### config.mk
export PLATFORM = sky130hd
export DESIGN_NAME = wake_time_sorted_queue
export DESIGN_NICKNAME = d
export VERILOG_FILES = /design/src/sv/wts_pkg.sv /design/src/sv/wake_time_sorted_queue.sv /design/src/sv/wts_ram.sv
export SDC_FILE = /design/constraint.sdc
export NUM_CORES = 2
export LEC_CHECK = 0
export ABC_AREA = 1
export BUFFER_PORTS_ARGS = -buffer_cell sky130_fd_sc_hd__buf_2
export CAP_MARGIN = 40
export CORE_MARGIN = 2
export CORE_UTILIZATION = 45
export CTS_CLUSTER_DIAMETER = 120
export DETAILED_ROUTE_END_ITERATION = 7
export PLACE_DENSITY = 0.7
export RECOVER_POWER = 50
export REMOVE_ABC_BUFFERS = 1
export SLEW_MARGIN = 40
export SYNTH_ARGS = -nofsm -noshare
export SYNTH_HDL_FRONTEND = slang
export SYNTH_HIERARCHICAL = 1
export SYNTH_SLANG_ARGS = --single-unit
### constraint.sdc
create_clock -name i_clk -period 16.01 [get_ports i_clk]
set_input_delay 0.8005 -clock i_clk [delete_from_list [all_inputs] [get_ports i_clk]]
set_output_delay 0.8005 -clock i_clk [all_outputs]
set_load 0.01 [all_outputs]
### src/sv/wts_pkg.sv
package wts_pkg;

    localparam int WTS_QUEUE_DEPTH = 32;

    localparam int ID_W   = 7;
    localparam int SEC_W  = 32;
    localparam int US_W   = 20;
    localparam int CMD_W  = 2;
    localparam int STAT_W = 2;
    localparam int OCC_W  = 6;

    // stream payload widths, padded to whole bytes
    localparam int S_DATA_W = 64;
    localparam int M_DATA_W = 80;

    localparam logic [CMD_W-1:0] CMD_INSERT = 2'd0;
    localparam logic [CMD_W-1:0] CMD_POP    = 2'd1;
    localparam logic [CMD_W-1:0] CMD_REMOVE = 2'd2;

    localparam logic [STAT_W-1:0] STAT_DONE      = 2'd0;
    localparam logic [STAT_W-1:0] STAT_FULL      = 2'd1;
    localparam logic [STAT_W-1:0] STAT_NOT_FOUND = 2'd2;
    localparam logic [STAT_W-1:0] STAT_EMPTY     = 2'd3;

    typedef struct packed {
        logic [ID_W-1:0]  id;
        logic [SEC_W-1:0] sec;
        logic [US_W-1:0]  us;
    } t_entry;

    // true when slot e wakes strictly later than (sec, us)
    function automatic logic later(input t_entry e, input logic [SEC_W-1:0] sec,
                                   input logic [US_W-1:0] us);
        if (e.sec != sec) begin
            return e.sec > sec;
        end
        return e.us > us;
    endfunction

endpackage

### src/sv/wake_time_sorted_queue.sv
// Sequence: insert scans down from the tail and moves each later entry up one slot;
//   pop and remove scan every occupied slot from the head; a refused insert or unused
//   command skips the scan. The head and second slots are then read; output stalls hold ST_OUT.
// Throughput: one request at a time; the next is taken the cycle after the result
//   enters the output register. The queue memory is scanned one slot a cycle.
// Reset (synchronous, active low) empties the queue and clears the output valid.
module wake_time_sorted_queue
    import wts_pkg::*;
#(
    parameter int QUEUE_DEPTH = WTS_QUEUE_DEPTH
) (
    input  logic                i_clk,
    input  logic                i_rst_n,
    input  logic                s_tvalid,
    output logic                s_tready,
    // thread_id [6:0], wake_seconds [38:7], wake_micros [58:39], zero pad
    input  logic [S_DATA_W-1:0] s_tdata,
    // command [1:0]
    input  logic [CMD_W-1:0]    s_tuser,
    output logic                m_tvalid,
    input  logic                m_tready,
    // head_valid [0], head_id [7:1], head_seconds [39:8], head_micros [59:40],
    // second_valid [60], second_id [67:61], occupancy [73:68], zero pad
    output logic [M_DATA_W-1:0] m_tdata,
    // status [1:0]
    output logic [STAT_W-1:0]   m_tuser
);

    localparam int AW = $clog2(QUEUE_DEPTH);
    localparam int CW = $clog2(QUEUE_DEPTH + 1);

    // sequencer states
    localparam logic [2:0] ST_IDLE = 3'd0;
    localparam logic [2:0] ST_INS  = 3'd1;   // downward scan, shift up, drop in
    localparam logic [2:0] ST_REM  = 3'd2;   // upward scan, shift down past match
    localparam logic [2:0] ST_RD0  = 3'd3;   // read head slot
    localparam logic [2:0] ST_RD1  = 3'd4;   // read second slot
    localparam logic [2:0] ST_OUT  = 3'd5;   // hand result to output register

    logic [2:0]          r_state, n_state;
    logic [CMD_W-1:0]    r_cmd, n_cmd;
    t_entry              r_new, n_new;
    logic [CW-1:0]       r_cnt, n_cnt;
    logic [CW-1:0]       r_ptr, n_ptr;       // next slot to read (insert: slot + 1)
    logic                r_pv, n_pv;         // read data of r_pidx arrives this cycle
    logic [AW-1:0]       r_pidx, n_pidx;
    logic                r_found, n_found;
    logic [STAT_W-1:0]   r_status, n_status;
    t_entry              r_head, n_head;
    logic                r_m_valid, n_m_valid;
    logic [M_DATA_W-1:0] r_m_data, n_m_data;
    logic [STAT_W-1:0]   r_m_user, n_m_user;

    logic          we, re;
    logic [AW-1:0] waddr, raddr;
    t_entry        wdata, q;

    logic [AW:0]         pidx_inc;
    logic [AW-1:0]       pidx_dec;
    logic [CW-1:0]       ptr_dec;
    logic [OCC_W+CW-1:0] occ_ext;
    t_entry              head_out;
    logic [ID_W-1:0]     second_id;
    logic                load;

    wts_ram #(
        .DEPTH (QUEUE_DEPTH),
        .AW    (AW)
    ) u_ram (
        .i_clk   (i_clk),
        .i_we    (we),
        .i_waddr (waddr),
        .i_wdata (wdata),
        .i_re    (re),
        .i_raddr (raddr),
        .o_rdata (q)
    );

    assign s_tready = (r_state == ST_IDLE);
    assign m_tvalid = r_m_valid;
    assign m_tdata  = r_m_data;
    assign m_tuser  = r_m_user;

    assign pidx_inc = {1'b0, r_pidx} + 1'b1;
    assign pidx_dec = r_pidx - 1'b1;
    assign ptr_dec  = r_ptr - 1'b1;
    assign occ_ext  = {{OCC_W{1'b0}}, r_cnt};

    // empty head and missing second read as zero
    assign head_out  = (r_cnt != '0) ? r_head : '0;
    assign second_id = (r_cnt > CW'(1)) ? q.id : '0;

    always_comb begin
        n_state   = r_state;
        n_cmd     = r_cmd;
        n_new     = r_new;
        n_cnt     = r_cnt;
        n_ptr     = r_ptr;
        n_pv      = r_pv;
        n_pidx    = r_pidx;
        n_found   = r_found;
        n_status  = r_status;
        n_head    = r_head;
        we        = 1'b0;
        waddr     = '0;
        wdata     = r_new;
        re        = 1'b0;
        raddr     = '0;
        load      = 1'b0;

        case (r_state)
            ST_IDLE: begin
                if (s_tvalid) begin
                    n_cmd     = s_tuser;
                    n_new.id  = s_tdata[ID_W-1:0];
                    n_new.sec = s_tdata[ID_W+SEC_W-1:ID_W];
                    n_new.us  = s_tdata[ID_W+SEC_W+US_W-1:ID_W+SEC_W];
                    n_found   = 1'b0;
                    n_pv      = 1'b0;
                    n_status  = STAT_DONE;
                    case (s_tuser)
                        CMD_INSERT: begin
                            if (r_cnt >= CW'(QUEUE_DEPTH)) begin
                                n_status = STAT_FULL;
                                n_state  = ST_RD0;
                            end else begin
                                n_ptr   = r_cnt;
                                n_state = ST_INS;
                            end
                        end
                        CMD_POP, CMD_REMOVE: begin
                            n_ptr   = '0;
                            n_state = ST_REM;
                        end
                        default: begin
                            n_state = ST_RD0;
                        end
                    endcase
                end
            end

            ST_INS: begin
                // slots later than the new time move up one; first earlier or
                // equal slot stops the scan and the new entry goes above it
                if (r_pv) begin
                    we    = 1'b1;
                    waddr = pidx_inc[AW-1:0];
                    if (later(q, r_new.sec, r_new.us)) begin
                        wdata = q;
                    end else begin
                        n_state = ST_RD0;
                    end
                end else if (r_ptr == '0) begin
                    we      = 1'b1;
                    waddr   = '0;
                    n_state = ST_RD0;
                end
                if (n_state == ST_RD0) begin
                    n_cnt = r_cnt + 1'b1;
                    n_pv  = 1'b0;
                end else if (r_ptr != '0) begin
                    re     = 1'b1;
                    raddr  = ptr_dec[AW-1:0];
                    n_pidx = ptr_dec[AW-1:0];
                    n_ptr  = ptr_dec;
                    n_pv   = 1'b1;
                end else begin
                    n_pv = 1'b0;
                end
            end

            ST_REM: begin
                // behind the match every slot moves down one
                if (r_pv) begin
                    if (r_found) begin
                        we    = 1'b1;
                        waddr = pidx_dec;
                        wdata = q;
                    end else if (r_cmd == CMD_POP || q.id == r_new.id) begin
                        n_found = 1'b1;
                    end
                end
                if (r_ptr != r_cnt) begin
                    re     = 1'b1;
                    raddr  = r_ptr[AW-1:0];
                    n_pidx = r_ptr[AW-1:0];
                    n_ptr  = r_ptr + 1'b1;
                    n_pv   = 1'b1;
                end else begin
                    n_pv = 1'b0;
                    if (!r_pv) begin
                        if (r_found) begin
                            n_cnt = r_cnt - 1'b1;
                        end else if (r_cmd == CMD_POP) begin
                            n_status = STAT_EMPTY;
                        end else begin
                            n_status = STAT_NOT_FOUND;
                        end
                        n_state = ST_RD0;
                    end
                end
            end

            ST_RD0: begin
                re      = 1'b1;
                raddr   = '0;
                n_state = ST_RD1;
            end

            ST_RD1: begin
                re      = 1'b1;
                raddr   = AW'(1);
                n_head  = q;
                n_state = ST_OUT;
            end

            ST_OUT: begin
                // second slot data stays on q until the output register frees
                if (!r_m_valid || m_tready) begin
                    load    = 1'b1;
                    n_state = ST_IDLE;
                end
            end

            default: begin
                n_state = ST_IDLE;
            end
        endcase
    end

    always_comb begin
        n_m_valid = r_m_valid && !m_tready;
        n_m_data  = r_m_data;
        n_m_user  = r_m_user;
        if (load) begin
            n_m_valid = 1'b1;
            n_m_user  = r_status;
            n_m_data  = {{(M_DATA_W - 74){1'b0}},
                         occ_ext[OCC_W-1:0],
                         second_id,
                         (r_cnt > CW'(1)),
                         head_out.us,
                         head_out.sec,
                         head_out.id,
                         (r_cnt != '0)};
        end
    end

    always_ff @(posedge i_clk) begin
        if (!i_rst_n) begin
            r_state   <= ST_IDLE;
            r_cnt     <= '0;
            r_pv      <= 1'b0;
            r_found   <= 1'b0;
            r_m_valid <= 1'b0;
        end else begin
            r_state   <= n_state;
            r_cnt     <= n_cnt;
            r_pv      <= n_pv;
            r_found   <= n_found;
            r_m_valid <= n_m_valid;
        end
    end

    always_ff @(posedge i_clk) begin
        r_cmd    <= n_cmd;
        r_new    <= n_new;
        r_ptr    <= n_ptr;
        r_pidx   <= n_pidx;
        r_status <= n_status;
        r_head   <= n_head;
        r_m_data <= n_m_data;
        r_m_user <= n_m_user;
    end

endmodule

### src/sv/wts_ram.sv
module wts_ram
    import wts_pkg::*;
#(
    parameter int DEPTH = WTS_QUEUE_DEPTH,
    parameter int AW    = $clog2(DEPTH)
) (
    input  logic          i_clk,
    input  logic          i_we,
    input  logic [AW-1:0] i_waddr,
    input  t_entry        i_wdata,
    input  logic          i_re,
    input  logic [AW-1:0] i_raddr,
    output t_entry        o_rdata
);

    t_entry r_mem [DEPTH];
    t_entry r_rdata;

    always_ff @(posedge i_clk) begin
        if (i_we) begin
            r_mem[i_waddr] <= i_wdata;
        end
    end

    // registered read; data holds while no read is issued
    always_ff @(posedge i_clk) begin
        if (i_re) begin
            r_rdata <= r_mem[i_raddr];
        end
    end

    assign o_rdata = r_rdata;

endmodule
==> out/qor.csv <==
stage;metric;value;unit
detailed_routing;1st-pass router iterations;8;
worst_setup_path;Slowest cell on crit path;buf_4;
sta;final setup skew;0.0616;ns
die;Starting Density;0.454;
die;I/O Pins;154;
synthesis;Synth Instances;7692;
final_layout;# nets final;7899;
detailed_routing;WL/cell;24.6;µm
global_routing;gr ovfl total;0;
clock_network;Post-CTS Resized;0;
detailed_routing;Vias/cell;5.80;
detailed_routing;number of remaining DRC errors;0;
synthesis;Yosys top cell area share;0.722;
outcome;outcome;complete, but fails checks;
worst_setup_path;Crit Reg-Reg Endpoint;u_ram/o_rdata[11];
sta;Worst-Margin Slew;4.06;ns
synthesis;sequential fraction of the synthesis area;0.725;
final_layout;share of cells above drive strength 1;0.0642;
global_routing;vias in the first global route;58000;
worst_setup_path;Worst Path Max Fanout;160;
clock_network;TritonCTS clock tree;done;
global_routing;grt met3 use;0.0454;
worst_setup_path;CP dominant cell by count;nand2_1;
worst_setup_path;FF-to-FF Start;r_new[27];
job;total of max-cap violations;30;
die;chip height;450;µm
global_routing;GRT Max-Usage Layer;met2;
detailed_routing;Detailed Route WL;261000;µm
die;Chip Width;450;µm
power;Int Pwr;0.0123;W
detailed_routing;number of DRC markers in iteration 0;8729;
placed_design;Final GP Congestion;0.859;
worst_setup_path;crit path DAT;8.64;ns
sta;unrepaired setup endpoints after global routing;no;
detailed_routing;vias post-DR;61400;
power;Leak;36.2;nW
hold_path;hold path startpoint;s_tdata[39];
worst_setup_path;CP peak stage delay;0.74;ns
sta;Min Clock Period, post-route;7.92;ns
worst_setup_path;Crit. End Element;register;
synthesis;#FFs+latches synth;2168;
power;switching power;0.00797;W
placed_design;HPWL after DPL;135000;µm
final_layout;final core occ;0.505;
synthesis;area leader, netlist;edfxtp_1;
power;combinational share of power;0.361;
synthesis;synthesis warning total;6;
clock_network;clock buffer depth;3;
die;row count;163;
final_layout;final cell count without fillers;10600;
global_routing;initial antenna violation count;3;
hold_path;Worst Hold Depth;1;
power;pwr/cell area;203;nW/µm²
clock_network;CTS Root Cell;clkbuf_16;
global_routing;met1 usage;0.329;
final_layout;fill count;16600;
final_layout;Syn-to-layout area delta;11.3;%
clock_network;CTS Buf Count;214;
synthesis;Synth Cell Area;89700;µm²
sta;Rel. slew slack;-1.71;
clock_network;worst skew pair latency;0.87;ns
placed_design;I/O Buffers;142;
worst_setup_path;CP Class;reg2reg;
power;Flop pwr share;0.395;
synthesis;Post-synth ARST share;0;
clock_network;Reg clk slew, reported paths;0.07;ns
worst_setup_path;Worst EP required;16.72;ns
worst_setup_path;reg2reg path depth;28;
global_routing;GR Layer Usage met2;0.394;
worst_setup_path;Critical Path Start Type;register;
clock_network;hold_buf cts;0;
detailed_routing;Final ANT Viol Nets;0;
worst_setup_path;start point of the critical path;r_new[27];
outcome;failing checks;capacitance limit, slew limit;
clock_network;# clock sinks;2168;
power;worst vdd ir;0.000226;V
worst_setup_path;end of the critical path;u_ram/o_rdata[11];
synthesis;Syn Area/Cell;11.7;µm²
sta;Max Slew Vio Count;803;
synthesis;Top FF cell, synth;edfxtp_1;
clock_network;H-tree depth;4;
global_routing;first-pass GRT wire length;377000;µm
synthesis;top post-synthesis cells by area;edfxtp_1, nand2_1, nand3_1;
worst_setup_path;register-to-register setup slack;8.09;ns
die;core area;198000;µm²
clock_network;postcts setup bufs;0;
global_routing;largest net degree at the start of global routing;191;
sta;final cycle utilization of the critical path;0.495;
power;clock network fraction of design power;0.244;
sta;Setup-failing EPs final;0;
synthesis;top-count cell post-synth;nand2_1;
placed_design;Cells after DPL;10200;
synthesis;Post-synth EDFFs;2156;
sta;Fmax;0.126;GHz
power;sw frac;0.393;
synthesis;Post-synth top cells;nand2_1, edfxtp_1, nand3_1;
synthesis;Netlist cell types;43;
die;Die Area;203000;µm²
hold_path;Worst Hold Class;in2reg;
sta;Hold Fails Final Rpt;0;
global_routing;all-layer global routing usage;0.250;
[worst min-delay path by stage]
stage | end
after floorplan | m_tuser[0]
after global placement | m_tuser[0]
after detailed placement | m_tuser[1]
after CTS | r_new[8]
after global routing | r_new[8]
final | r_new[0]
[cells by family after synthesis]
logic type      synth area share
compound gates            0.0233
xor+xnor                 0.00254
fa+ha+maj                0.00879
buf+inv                   0.0344
flops                      0.725
other cells            0.0000418
simple gates               0.206
[worst max-delay path, delay by kind of cell, from the launching register on]
| family | cells | cell delay (ns) |
|---|---|---|
| buffers and inverters | 6 | 2.99 |
| and+or+nand+nor | 21 | 3.63 |
| DFF | 1 | 0.47 |
| adders and majority gates | 1 | 0.32 |
[state kept, by name (all words and copies together), names as in the netlist, 2 cells and up]
name and count:
u_ram/r_mem 1888, m_tdata 74, r_head 59, r_new 59
u_ram/o_rdata 59, r_cnt 6, r_ptr 6, r_pidx 5
r_state 3, m_tuser 2, r_cmd 2, r_status 2
[layer usage]
metal  vias up  wire length (µm)
li1      27000                 -
met1     29900             95300
met2      3856            120000
met3       689             29500
met4         2             15700
met5         -                20
[power by group through the flow]
stage	combinational [W]	clock [W]	sequential, W
final	0.00733	0.00496	0.00801
after global routing	0.00806	0.00522	0.00802
after floorplan	0.00574	0	0.00796
after detailed placement	0.00722	0	0.00807
after CTS	0.00727	0.00500	0.00796
after global placement	0.00703	0	0.00807
[stage by stage]
stage	setup TNS, ns	instance area [µm²]	power (W)	hold WS [ns]	setup WS (ns)
floorplan	-2730.99	87300	0.0137	0.400	-46.31
global placement	0	93000	0.0151	0.413	8.11
detailed placement	0	93600	0.0153	0.412	8.25
CTS	0	101000	0.0202	0.0655	8.22
global route	0	99800	0.0213	0.0837	7.82
finish	0	99800	0.0203	0.115	8.09
[layout by cell type, fill, tap and decap left out, types with 4 or more instances in the layout]
master / netlist / final
nand3_1: 1462 / 1454
a21oi_2: 28 / 28
bufinv_16: 0 / 19
dfxtp_1: 12 / 12
o211ai_1: 66 / 66
o21ai_0: 77 / 78
buf_16: 0 / 5
nand2_1: 2843 / 2842
nand3_2: 1 / 8
clkinv_2: 0 / 38
inv_1: 184 / 181
clkinv_1: 2 / 59
xor2_1: 17 / 17
clkbuf_1: 96 / 220
clkinvlp_4: 0 / 6
nor2_4: 1 / 5
edfxtp_1: 2156 / 2156
xnor2_1: 9 / 9
nor3_1: 7 / 7
buf_4: 21 / 51
clkbuf_16: 0 / 215
buf_12: 0 / 11
o22ai_1: 7 / 5
nor2_1: 80 / 76
buf_2: 285 / 40
conb_1: 1 / 6
clkinv_16: 0 / 7
o21ai_1: 48 / 46
buf_6: 18 / 39
clkinv_4: 0 / 4
nand4_1: 9 / 9
nor4_1: 6 / 6
a21oi_1: 113 / 113
ha_1: 63 / 63
[final cells by class]
class	instances	area [µm²]	share of cell area
inverter	192	772	0.00773
sequential	2168	65000	0.651
clock buffer	259	5550	0.0555
timing repair buffer	324	2060	0.0206
tap	2640	3300	0.0331
multi-input combinational	4866	21800	0.218
antenna	1	2.50	0.0000251
clock inverter	140	1380	0.0138
Note: power is estimated with default switching activity, not from simulation.
